==> config.mk <==
export PLATFORM = sky130hd
export DESIGN_NAME = yaml_plain_scalar_classifier_top_flat
export DESIGN_NICKNAME = d
export VERILOG_FILES = /design/src/rtl/core/yps_pkg.sv /design/src/rtl/core/yps_in_if.sv /design/src/rtl/core/yps_out_if.sv /design/src/rtl/core/yps_step.sv /design/src/rtl/core/yps_classify.sv /design/src/rtl/core/yaml_plain_scalar_classifier_top.sv /design/src/flat_wrapper.sv
export SDC_FILE = /design/constraint.sdc
export NUM_CORES = 1
export LEC_CHECK = 0
export BUFFER_PORTS_ARGS = -buffer_cell sky130_fd_sc_hd__buf_2
export CAP_MARGIN = 20
export CORE_MARGIN = 10
export CORE_UTILIZATION = 49
export CTS_CLUSTER_DIAMETER = 50
export CTS_CLUSTER_SIZE = 24
export DETAILED_ROUTE_END_ITERATION = 10
export GPL_TIMING_DRIVEN = 0
export MAX_ROUTING_LAYER = met4
export PLACE_DENSITY_LB_ADDON = 0.25
export SLEW_MARGIN = 20
export SYNTH_ARGS = -nofsm -noshare
export SYNTH_HDL_FRONTEND = slang
export SYNTH_SLANG_ARGS = --single-unit
==> constraint.sdc <==
create_clock -name clk -period 2.35 [get_ports clk]
set_input_delay 0.1175 -clock clk [delete_from_list [all_inputs] [get_ports clk]]
set_output_delay 0.1175 -clock clk [all_outputs]
set_load 0.01 [all_outputs]
==> src/rtl/core/yps_pkg.sv <==
package yps_pkg;

	// item kinds on the input channel
	typedef enum logic [0:0] {
		KIND_CHAR = 1'b0,
		KIND_END  = 1'b1
	} item_kind_t;

	// result codes
	typedef enum logic [2:0] {
		SK_NULL   = 3'd0,
		SK_BOOL   = 3'd1,
		SK_INT    = 3'd2,
		SK_FLOAT  = 3'd3,
		SK_STRING = 3'd4
	} scalar_kind_t;

	// number / float recognizer positions
	typedef enum logic [4:0] {
		PS_START = 5'd0,
		PS_SIGN  = 5'd1,
		PS_ZERO  = 5'd2,
		PS_DEC   = 5'd3,
		PS_LZDIG = 5'd4,
		PS_HEXP  = 5'd5,
		PS_HEX   = 5'd6,
		PS_OCTP  = 5'd7,
		PS_OCT   = 5'd8,
		PS_DOT0  = 5'd9,
		PS_FRAC  = 5'd10,
		PS_EXP   = 5'd11,
		PS_EXPS  = 5'd12,
		PS_EXPD  = 5'd13,
		PS_I1    = 5'd14,
		PS_I2    = 5'd15,
		PS_N1    = 5'd16,
		PS_N2    = 5'd17,
		PS_SPEC  = 5'd18,
		PS_DEAD  = 5'd19
	} parse_state_t;

	localparam int WORD_COUNT = 10;
	localparam int NULL_WORDS = 4;
	localparam int POS_COUNT  = 8;
	localparam int COUNT_W    = 3;
	localparam logic [COUNT_W-1:0] COUNT_MAX = 3'd7;

	// literal words: ~, null, Null, NULL, true, True, TRUE, false, False, FALSE
	localparam logic [COUNT_W-1:0] WORD_LEN [WORD_COUNT] = '{
		3'd1, 3'd4, 3'd4, 3'd4, 3'd4, 3'd4, 3'd4, 3'd5, 3'd5, 3'd5
	};

	localparam logic [7:0] WORD_TEXT [WORD_COUNT][POS_COUNT] = '{
		'{"~", 8'h00, 8'h00, 8'h00, 8'h00, 8'h00, 8'h00, 8'h00},
		'{"n", "u", "l", "l", 8'h00, 8'h00, 8'h00, 8'h00},
		'{"N", "u", "l", "l", 8'h00, 8'h00, 8'h00, 8'h00},
		'{"N", "U", "L", "L", 8'h00, 8'h00, 8'h00, 8'h00},
		'{"t", "r", "u", "e", 8'h00, 8'h00, 8'h00, 8'h00},
		'{"T", "r", "u", "e", 8'h00, 8'h00, 8'h00, 8'h00},
		'{"T", "R", "U", "E", 8'h00, 8'h00, 8'h00, 8'h00},
		'{"f", "a", "l", "s", "e", 8'h00, 8'h00, 8'h00},
		'{"F", "a", "l", "s", "e", 8'h00, 8'h00, 8'h00},
		'{"F", "A", "L", "S", "E", 8'h00, 8'h00, 8'h00}
	};

	// scanner state carried from character to character
	typedef struct packed {
		parse_state_t            parse;
		logic [WORD_COUNT-1:0]   cand;
		logic [COUNT_W-1:0]      count;
	} scan_state_t;

	localparam scan_state_t SCAN_RESET = '{
		parse: PS_START,
		cand:  {WORD_COUNT{1'b1}},
		count: '0
	};

endpackage

==> src/rtl/core/yps_in_if.sv <==
interface yps_in_if;
	logic       valid;
	logic       ready;
	logic       kind;
	logic [7:0] char_code;
	logic       quoted;

	modport source (output valid, output kind, output char_code, output quoted, input ready);
	modport sink   (input valid, input kind, input char_code, input quoted, output ready);
endinterface

==> src/rtl/core/yps_out_if.sv <==
interface yps_out_if;
	logic       valid;
	logic       ready;
	logic [2:0] scalar_kind;

	modport source (output valid, output scalar_kind, input ready);
	modport sink   (input valid, input scalar_kind, output ready);
endinterface

==> src/rtl/core/yps_step.sv <==
module yps_step (
	input  yps_pkg::scan_state_t cur,
	input  logic [7:0]           char_code,
	output yps_pkg::scan_state_t nxt
);

	logic [7:0] lc;
	logic       is_dig;
	logic       is_hex;
	logic       is_oct;
	logic       is_sign;
	yps_pkg::parse_state_t ps_nxt;

	// character classes
	always_comb begin
		lc      = (char_code >= "A" && char_code <= "Z") ? char_code + 8'd32 : char_code;
		is_dig  = char_code >= "0" && char_code <= "9";
		is_hex  = is_dig || (lc >= "a" && lc <= "f");
		is_oct  = char_code >= "0" && char_code <= "7";
		is_sign = char_code == "+" || char_code == "-";
	end

	// recognizer transition
	always_comb begin
		ps_nxt = yps_pkg::PS_DEAD;
		case (cur.parse)
			yps_pkg::PS_START, yps_pkg::PS_SIGN: begin
				if (cur.parse == yps_pkg::PS_START && is_sign) ps_nxt = yps_pkg::PS_SIGN;
				else if (char_code == "0") ps_nxt = yps_pkg::PS_ZERO;
				else if (is_dig) ps_nxt = yps_pkg::PS_DEC;
				else if (char_code == ".") ps_nxt = yps_pkg::PS_DOT0;
			end
			yps_pkg::PS_ZERO: begin
				if (lc == "x") ps_nxt = yps_pkg::PS_HEXP;
				else if (lc == "o") ps_nxt = yps_pkg::PS_OCTP;
				else if (is_dig) ps_nxt = yps_pkg::PS_LZDIG;
				else if (char_code == ".") ps_nxt = yps_pkg::PS_FRAC;
				else if (lc == "e") ps_nxt = yps_pkg::PS_EXP;
			end
			yps_pkg::PS_DEC, yps_pkg::PS_LZDIG: begin
				if (is_dig) ps_nxt = cur.parse;
				else if (char_code == ".") ps_nxt = yps_pkg::PS_FRAC;
				else if (lc == "e") ps_nxt = yps_pkg::PS_EXP;
			end
			yps_pkg::PS_HEXP, yps_pkg::PS_HEX: begin
				if (is_hex) ps_nxt = yps_pkg::PS_HEX;
			end
			yps_pkg::PS_OCTP, yps_pkg::PS_OCT: begin
				if (is_oct) ps_nxt = yps_pkg::PS_OCT;
			end
			yps_pkg::PS_DOT0: begin
				if (is_dig) ps_nxt = yps_pkg::PS_FRAC;
				else if (lc == "i") ps_nxt = yps_pkg::PS_I1;
				else if (lc == "n") ps_nxt = yps_pkg::PS_N1;
			end
			yps_pkg::PS_FRAC: begin
				if (is_dig) ps_nxt = yps_pkg::PS_FRAC;
				else if (lc == "e") ps_nxt = yps_pkg::PS_EXP;
			end
			yps_pkg::PS_EXP: begin
				if (is_sign) ps_nxt = yps_pkg::PS_EXPS;
				else if (is_dig) ps_nxt = yps_pkg::PS_EXPD;
			end
			yps_pkg::PS_EXPS, yps_pkg::PS_EXPD: begin
				if (is_dig) ps_nxt = yps_pkg::PS_EXPD;
			end
			yps_pkg::PS_I1: begin
				if (lc == "n") ps_nxt = yps_pkg::PS_I2;
			end
			yps_pkg::PS_I2: begin
				if (lc == "f") ps_nxt = yps_pkg::PS_SPEC;
			end
			yps_pkg::PS_N1: begin
				if (lc == "a") ps_nxt = yps_pkg::PS_N2;
			end
			yps_pkg::PS_N2: begin
				if (lc == "n") ps_nxt = yps_pkg::PS_SPEC;
			end
			default: ps_nxt = yps_pkg::PS_DEAD;
		endcase
	end

	// literal word match at the current position, saturating count
	always_comb begin
		nxt.parse = ps_nxt;
		for (int k = 0; k < yps_pkg::WORD_COUNT; k++) begin
			nxt.cand[k] = cur.cand[k] && (cur.count < yps_pkg::WORD_LEN[k]) &&
				(yps_pkg::WORD_TEXT[k][cur.count] == char_code);
		end
		nxt.count = (cur.count == yps_pkg::COUNT_MAX) ? cur.count : cur.count + 3'd1;
	end

endmodule

==> src/rtl/core/yps_classify.sv <==
module yps_classify (
	input  yps_pkg::scan_state_t  cur,
	input  logic                  quoted,
	output yps_pkg::scalar_kind_t scalar_kind
);

	logic null_hit;
	logic bool_hit;

	// a literal word matches when it is still a candidate and fully seen
	always_comb begin
		null_hit = 1'b0;
		bool_hit = 1'b0;
		for (int k = 0; k < yps_pkg::WORD_COUNT; k++) begin
			if (cur.cand[k] && yps_pkg::WORD_LEN[k] == cur.count) begin
				if (k < yps_pkg::NULL_WORDS) null_hit = 1'b1;
				else bool_hit = 1'b1;
			end
		end
	end

	// final resolution
	always_comb begin
		if (quoted) scalar_kind = yps_pkg::SK_STRING;
		else if (null_hit) scalar_kind = yps_pkg::SK_NULL;
		else if (bool_hit) scalar_kind = yps_pkg::SK_BOOL;
		else if (cur.count == '0) scalar_kind = yps_pkg::SK_NULL;
		else begin
			case (cur.parse)
				yps_pkg::PS_ZERO, yps_pkg::PS_DEC,
				yps_pkg::PS_HEX, yps_pkg::PS_OCT: scalar_kind = yps_pkg::SK_INT;
				yps_pkg::PS_FRAC, yps_pkg::PS_EXPD,
				yps_pkg::PS_SPEC: scalar_kind = yps_pkg::SK_FLOAT;
				default: scalar_kind = yps_pkg::SK_STRING;
			endcase
		end
	end

endmodule

==> src/rtl/core/yaml_plain_scalar_classifier_top.sv <==
// an end item is held in the input register, then its result is loaded into the result register
// throughput: one item per cycle while no end item is stalled, set by the scanner update
// between the input register and the result register
// a full, unread result register holds back only a following end item
// reset (arst_n low) empties both registers and returns the scanner to start of scalar
module yaml_plain_scalar_classifier_top (
	input  logic      clk,
	input  logic      arst_n,
	yps_in_if.sink    item,
	yps_out_if.source result
);

	logic                  valid_s1;
	logic                  kind_s1;
	logic [7:0]            char_s1;
	logic                  quoted_s1;
	logic                  end_s1;
	logic                  stall;
	logic                  take_s1;
	yps_pkg::scan_state_t  state_q;
	yps_pkg::scan_state_t  state_nxt;
	yps_pkg::scalar_kind_t kind_res;
	logic                  out_valid_q;
	yps_pkg::scalar_kind_t out_kind_q;

	// flow control: only an end item needs room in the result register
	assign end_s1     = kind_s1 == yps_pkg::KIND_END;
	assign stall      = valid_s1 && end_s1 && out_valid_q && !result.ready;
	assign take_s1    = valid_s1 && !stall;
	assign item.ready = !valid_s1 || !stall;

	// input register
	always_ff @(posedge clk or negedge arst_n) begin
		if (!arst_n) begin
			valid_s1 <= 1'b0;
		end else if (item.valid && item.ready) begin
			valid_s1 <= 1'b1;
		end else if (take_s1) begin
			valid_s1 <= 1'b0;
		end
	end

	always_ff @(posedge clk) begin
		if (item.valid && item.ready) begin
			kind_s1   <= item.kind;
			char_s1   <= item.char_code;
			quoted_s1 <= item.quoted;
		end
	end

	yps_step u_step (
		.cur       (state_q),
		.char_code (char_s1),
		.nxt       (state_nxt)
	);

	yps_classify u_classify (
		.cur         (state_q),
		.quoted      (quoted_s1),
		.scalar_kind (kind_res)
	);

	// scanner state: advance on a character, restart after an end item
	always_ff @(posedge clk or negedge arst_n) begin
		if (!arst_n) begin
			state_q <= yps_pkg::SCAN_RESET;
		end else if (take_s1) begin
			state_q <= end_s1 ? yps_pkg::SCAN_RESET : state_nxt;
		end
	end

	// result register
	always_ff @(posedge clk or negedge arst_n) begin
		if (!arst_n) begin
			out_valid_q <= 1'b0;
		end else if (take_s1 && end_s1) begin
			out_valid_q <= 1'b1;
		end else if (result.ready) begin
			out_valid_q <= 1'b0;
		end
	end

	always_ff @(posedge clk) begin
		if (take_s1 && end_s1) begin
			out_kind_q <= kind_res;
		end
	end

	assign result.valid       = out_valid_q;
	assign result.scalar_kind = out_kind_q;

	// scanner restarts after every end item
	a_restart: assert property (@(posedge clk) disable iff (!arst_n)
		(take_s1 && end_s1) |=> (state_q == yps_pkg::SCAN_RESET))
		else $error("scanner not restarted after end transfer");

	// a character always moves the count forward or holds it at saturation
	a_count: assert property (@(posedge clk) disable iff (!arst_n)
		(take_s1 && !end_s1) |=> (state_q.count != '0 &&
			state_q.count >= $past(state_q.count)))
		else $error("character count did not advance");

	// a new result only ever follows an end item
	a_from_end: assert property (@(posedge clk) disable iff (!arst_n)
		$rose(out_valid_q) |-> $past(take_s1 && end_s1))
		else $error("result without end item");

	// quoted scalars resolve to string
	a_quoted: assert property (@(posedge clk) disable iff (!arst_n)
		(take_s1 && end_s1 && quoted_s1) |=> (result.scalar_kind == yps_pkg::SK_STRING))
		else $error("quoted scalar not classified as string");

endmodule
==> src/flat_wrapper.sv <==
// flat-port wrapper written by rule: the top's interface ports become plain ports
module yaml_plain_scalar_classifier_top_flat 
  (clk, arst_n, item_valid, item_kind, item_char_code, item_quoted, item_ready, result_valid, result_scalar_kind, result_ready);
  yps_in_if item_i ();
  yps_out_if result_i ();
  input  logic clk;
  input  logic arst_n;
  input wire logic [$bits(item_i.valid)-1:0] item_valid;
  input wire logic [$bits(item_i.kind)-1:0] item_kind;
  input wire logic [$bits(item_i.char_code)-1:0] item_char_code;
  input wire logic [$bits(item_i.quoted)-1:0] item_quoted;
  output wire logic [$bits(item_i.ready)-1:0] item_ready;
  output wire logic [$bits(result_i.valid)-1:0] result_valid;
  output wire logic [$bits(result_i.scalar_kind)-1:0] result_scalar_kind;
  input wire logic [$bits(result_i.ready)-1:0] result_ready;
  assign item_i.valid = item_valid;
  assign item_i.kind = item_kind;
  assign item_i.char_code = item_char_code;
  assign item_i.quoted = item_quoted;
  assign item_ready = item_i.ready;
  assign result_valid = result_i.valid;
  assign result_scalar_kind = result_i.scalar_kind;
  assign result_i.ready = result_ready;
  yaml_plain_scalar_classifier_top u_core (.clk(clk), .arst_n(arst_n), .item(item_i), .result(result_i));
endmodule
==> results.yml <==
synth:
  synth_top_area_share_pct: 14.38
  yosys.area.top_type: "edfxtp_1"
  synth_nets: 357
  synth-seq-area-share_pct: 33.29
  synth.avg_cell_area_um2: 8.174
  yosysWarningCount: 0
  syn_area_mm2: 0.002714
  syn_inst: 332
  synth.distinct_cells: 62
  ys_ff_latch: 33
  ys_async_sr_fraction_pct: 60.61
  synth.area.top_cells: "edfxtp_1, dfstp_2, dfrtp_1"
  synth_edf_count: 13
  ys.flop_type: "edfxtp_1"
sta:
  layout_setup_ws_ns: 0.06427
  fin_setup_tns_ns: 0
  hold_viol_final: 0
  period_needed_ns: 2.286
  setup_viol: 0
  max_freq_ghz: 0.4375
  fin_skew_ns: 0.005387
  tightest_slew_ns: 0.6229
  drv_slew: 0
  slew_headroom_pct: 58.15
  period_share_pct: 97.27
  rsz0062_at_grt: "yes"
worst_setup_path:
  reg2reg_depth: 8
  worstPathRequired_ns: 2.53
  r2r_end: "u_core.state_q[15]"
  crit_path_max_fanout: 7
  cp-end-kind: "flip-flop"
  start_kind: "flip-flop"
  r2r_start: "u_core.char_s1[5]"
  worstPathArrival_ns: 2.46
  r2r_setup_slack_ns: 0.06
  crit_type: "reg -> reg"
global_routing:
  grt_antenna_before_repair: 0
  track_usage_pct: 16.78
  first_global_vias: 2496
  grt_overflow_total: 0
  grt_start_max_net_pins: 21
  grt_first_pass_wirelength_mm: 11.89
hold_path:
  hp-class: "in -> reg"
  worstHoldStart: "item_quoted"
  min_to: "u_core.quoted_s1"
  whs_path_depth: 1
power:
  powerDensity_mw_per_mm2: 663.3
  irDropWorstVdd_mv: 0.4490
  leakage_nw: 1.259
floorplan:
  die_h_um: 94.42
  dieArea_mm2: 0.008915
  core-area_mm2: 0.005439
  start_util_pct: 49.90
  rows: 27
  die_w_um: 94.42
  io_pins: 19
drt:
  ant_nets: 0
  wl_per_cell_um: 16.77
  vias_per_cell: 5.991
  drt_iter0_drc: 174
  routed-via-count: 2642
  first_pass_iters: 5
  wirelength_mm: 7.396
  drcViolationCount: 0
cells_and_area:
  antenna_cells: 0
  nets: 393
  drive_above_1_share_pct: 19.78
  fin_area_mm2: 0.003184
  area_growth_pct: 17.34
job:
  max-cap-violations: 0
placement:
  numPortBuffers: 18
  place.gp.congestion: 0.9365
  post_dp_cell_area_mm2: 0.002894
  dp_hpwl_mm: 5.376
  dp_slack_ns: -0.09498
clock_tree:
  cts_tree: "built"
  cts_buffers: 5
  clock_latency_ns: 0.29
  clk_pin_slew_ns: 0.07
  clock_path_buffers: 2
  root_buffer: "clkbuf_8"
  clkSinkCount: 33
  htree_num_levels: 2
outcome:
  status: "completed"
## registers in the layout, summed over array words and instances, names as in the netlist
name and flops:
u_core.char_s1 8, u_core.end_s1 1, u_core.quoted_s1 1, u_core.result.scalar_kind 3, u_core.result.valid 1, u_core.state_q 18
u_core.valid_s1 1
## metrics by stage
| step | power [mW] | cells | utilization (%) | hold WS, ns |
|---|---|---|---|---|
| finish | 2.112 | 441 | 58.55 | 0.001827 |
| global route | 2.253 | 441 | 58.55 | 0.001308 |
| CTS | 2.063 | 436 | 56.20 | 0.00002545 |
| detailed placement | 1.625 | 422 | 53.21 | 0.08999 |
| global placement | 1.624 | 422 | 53.21 | 0.08550 |
| floorplan | 1.420 | 332 | - | -0.1781 |
## metal layers
layer	GRT usage, %	vias to the layer above	part of all wire [%]
met5	-	-	0
met3	2.617	19	5.1
met1	21.54	1238	45
met4	5.949	0	2.1
li1	-	1289	-
met2	26.09	96	48
## worst max path at each step
stage	start	end	slack (ns)	cells after the start
6_report	u_core.char_s1[5]	u_core.state_q[15]	0.06	8
2_1_floorplan	u_core.char_s1[6]	u_core.state_q[14]	0.24	10
5_1_grt	u_core.char_s1[6]	u_core.state_q[13]	-0.06	11
3_5_place_dp	u_core.char_s1[6]	u_core.state_q[14]	-0.09	10
4_1_cts	u_core.char_s1[6]	u_core.state_q[13]	0.01	10
3_3_place_gp	u_core.char_s1[6]	u_core.state_q[14]	-0.11	10
## area by class of cell
type	instances	area [µm²]
inverters	21	78.83
fillers	488	2255
multi-input cells	258	1730
clock buffers	5	68.82
well taps	72	90.09
flip-flops and latches	33	904.6
clock inverters	3	17.52
plain buffers	19	95.09
repair buffers	30	198.9
## critical path: stages (launching register included)
cell and delay (ns):
edfxtp_1 0.54, ha_4 0.32, nor2_1 0.13, a22oi_1 0.09, or3_1 0.31, a41o_1 0.28
nand2_1 0.10, o211ai_1 0.12, a32o_1 0.29
## what timing repair did
action	in CTS	in global routing
endpoints found under the hold margin	15	0
setup endpoints to repair	6	10
setup buffers	1	5
pin swaps	1	8
gates cloned	0	0
hold buffers	6	0
gates resized for setup	3	18
## synth_stat cells (all sizes together) (2+ instances only)
cell,instances
a211oi,3
a21o,7
a21oi,22
a22o,2
a31oi,9
a41o,2
and2,4
and3b,2
buf,5
clkbuf,15
dfrtp,10
dfstp,10
edfxtp,13
ha,11
inv,20
nand2,35
nand2b,8
nand3,11
nand4,2
nand4b,3
nor2,26
nor2b,5
nor3,16
nor4,6
o2111ai,3
o21a,3
o21ai,27
o21bai,2
o22ai,7
o2bb2ai,2
o311ai,2
o31a,2
o31ai,3
o41ai,2
or2,2
or3,4
xnor2,9
xor2,4
## layout by cell type, fill, tap and decap left out, types with 10 or more instances in the layout
cell type	n
nor3_1	15
clkbuf_1	14
buf_2	19
dfstp_2	10
nand2_1	35
nand3_1	11
o21ai_0	22
edfxtp_1	13
a21oi_1	22
nor2_1	23
inv_1	19
## kinds of logic (layout without fill, tap and decap cells)
| family | count (synthesis) | after routing | synth area share, % |
|---|---|---|---|
| flops | 33 | 33 | 33.29 |
| xor+xnor | 13 | 13 | 4.196 |
| compound gates | 106 | 106 | 26.56 |
| simple gates | 128 | 128 | 24.57 |
| fa+ha+maj | 11 | 11 | 5.071 |
| buf+inv | 41 | 78 | 6.316 |
## where the power goes
group	switching [mW]	total, mW	internal (mW)
combinational	0.558	0.919	0.361
clock	0.218	0.423	0.204
sequential	0.0756	0.771	0.695
Note: power is estimated with default switching activity, not from simulation.
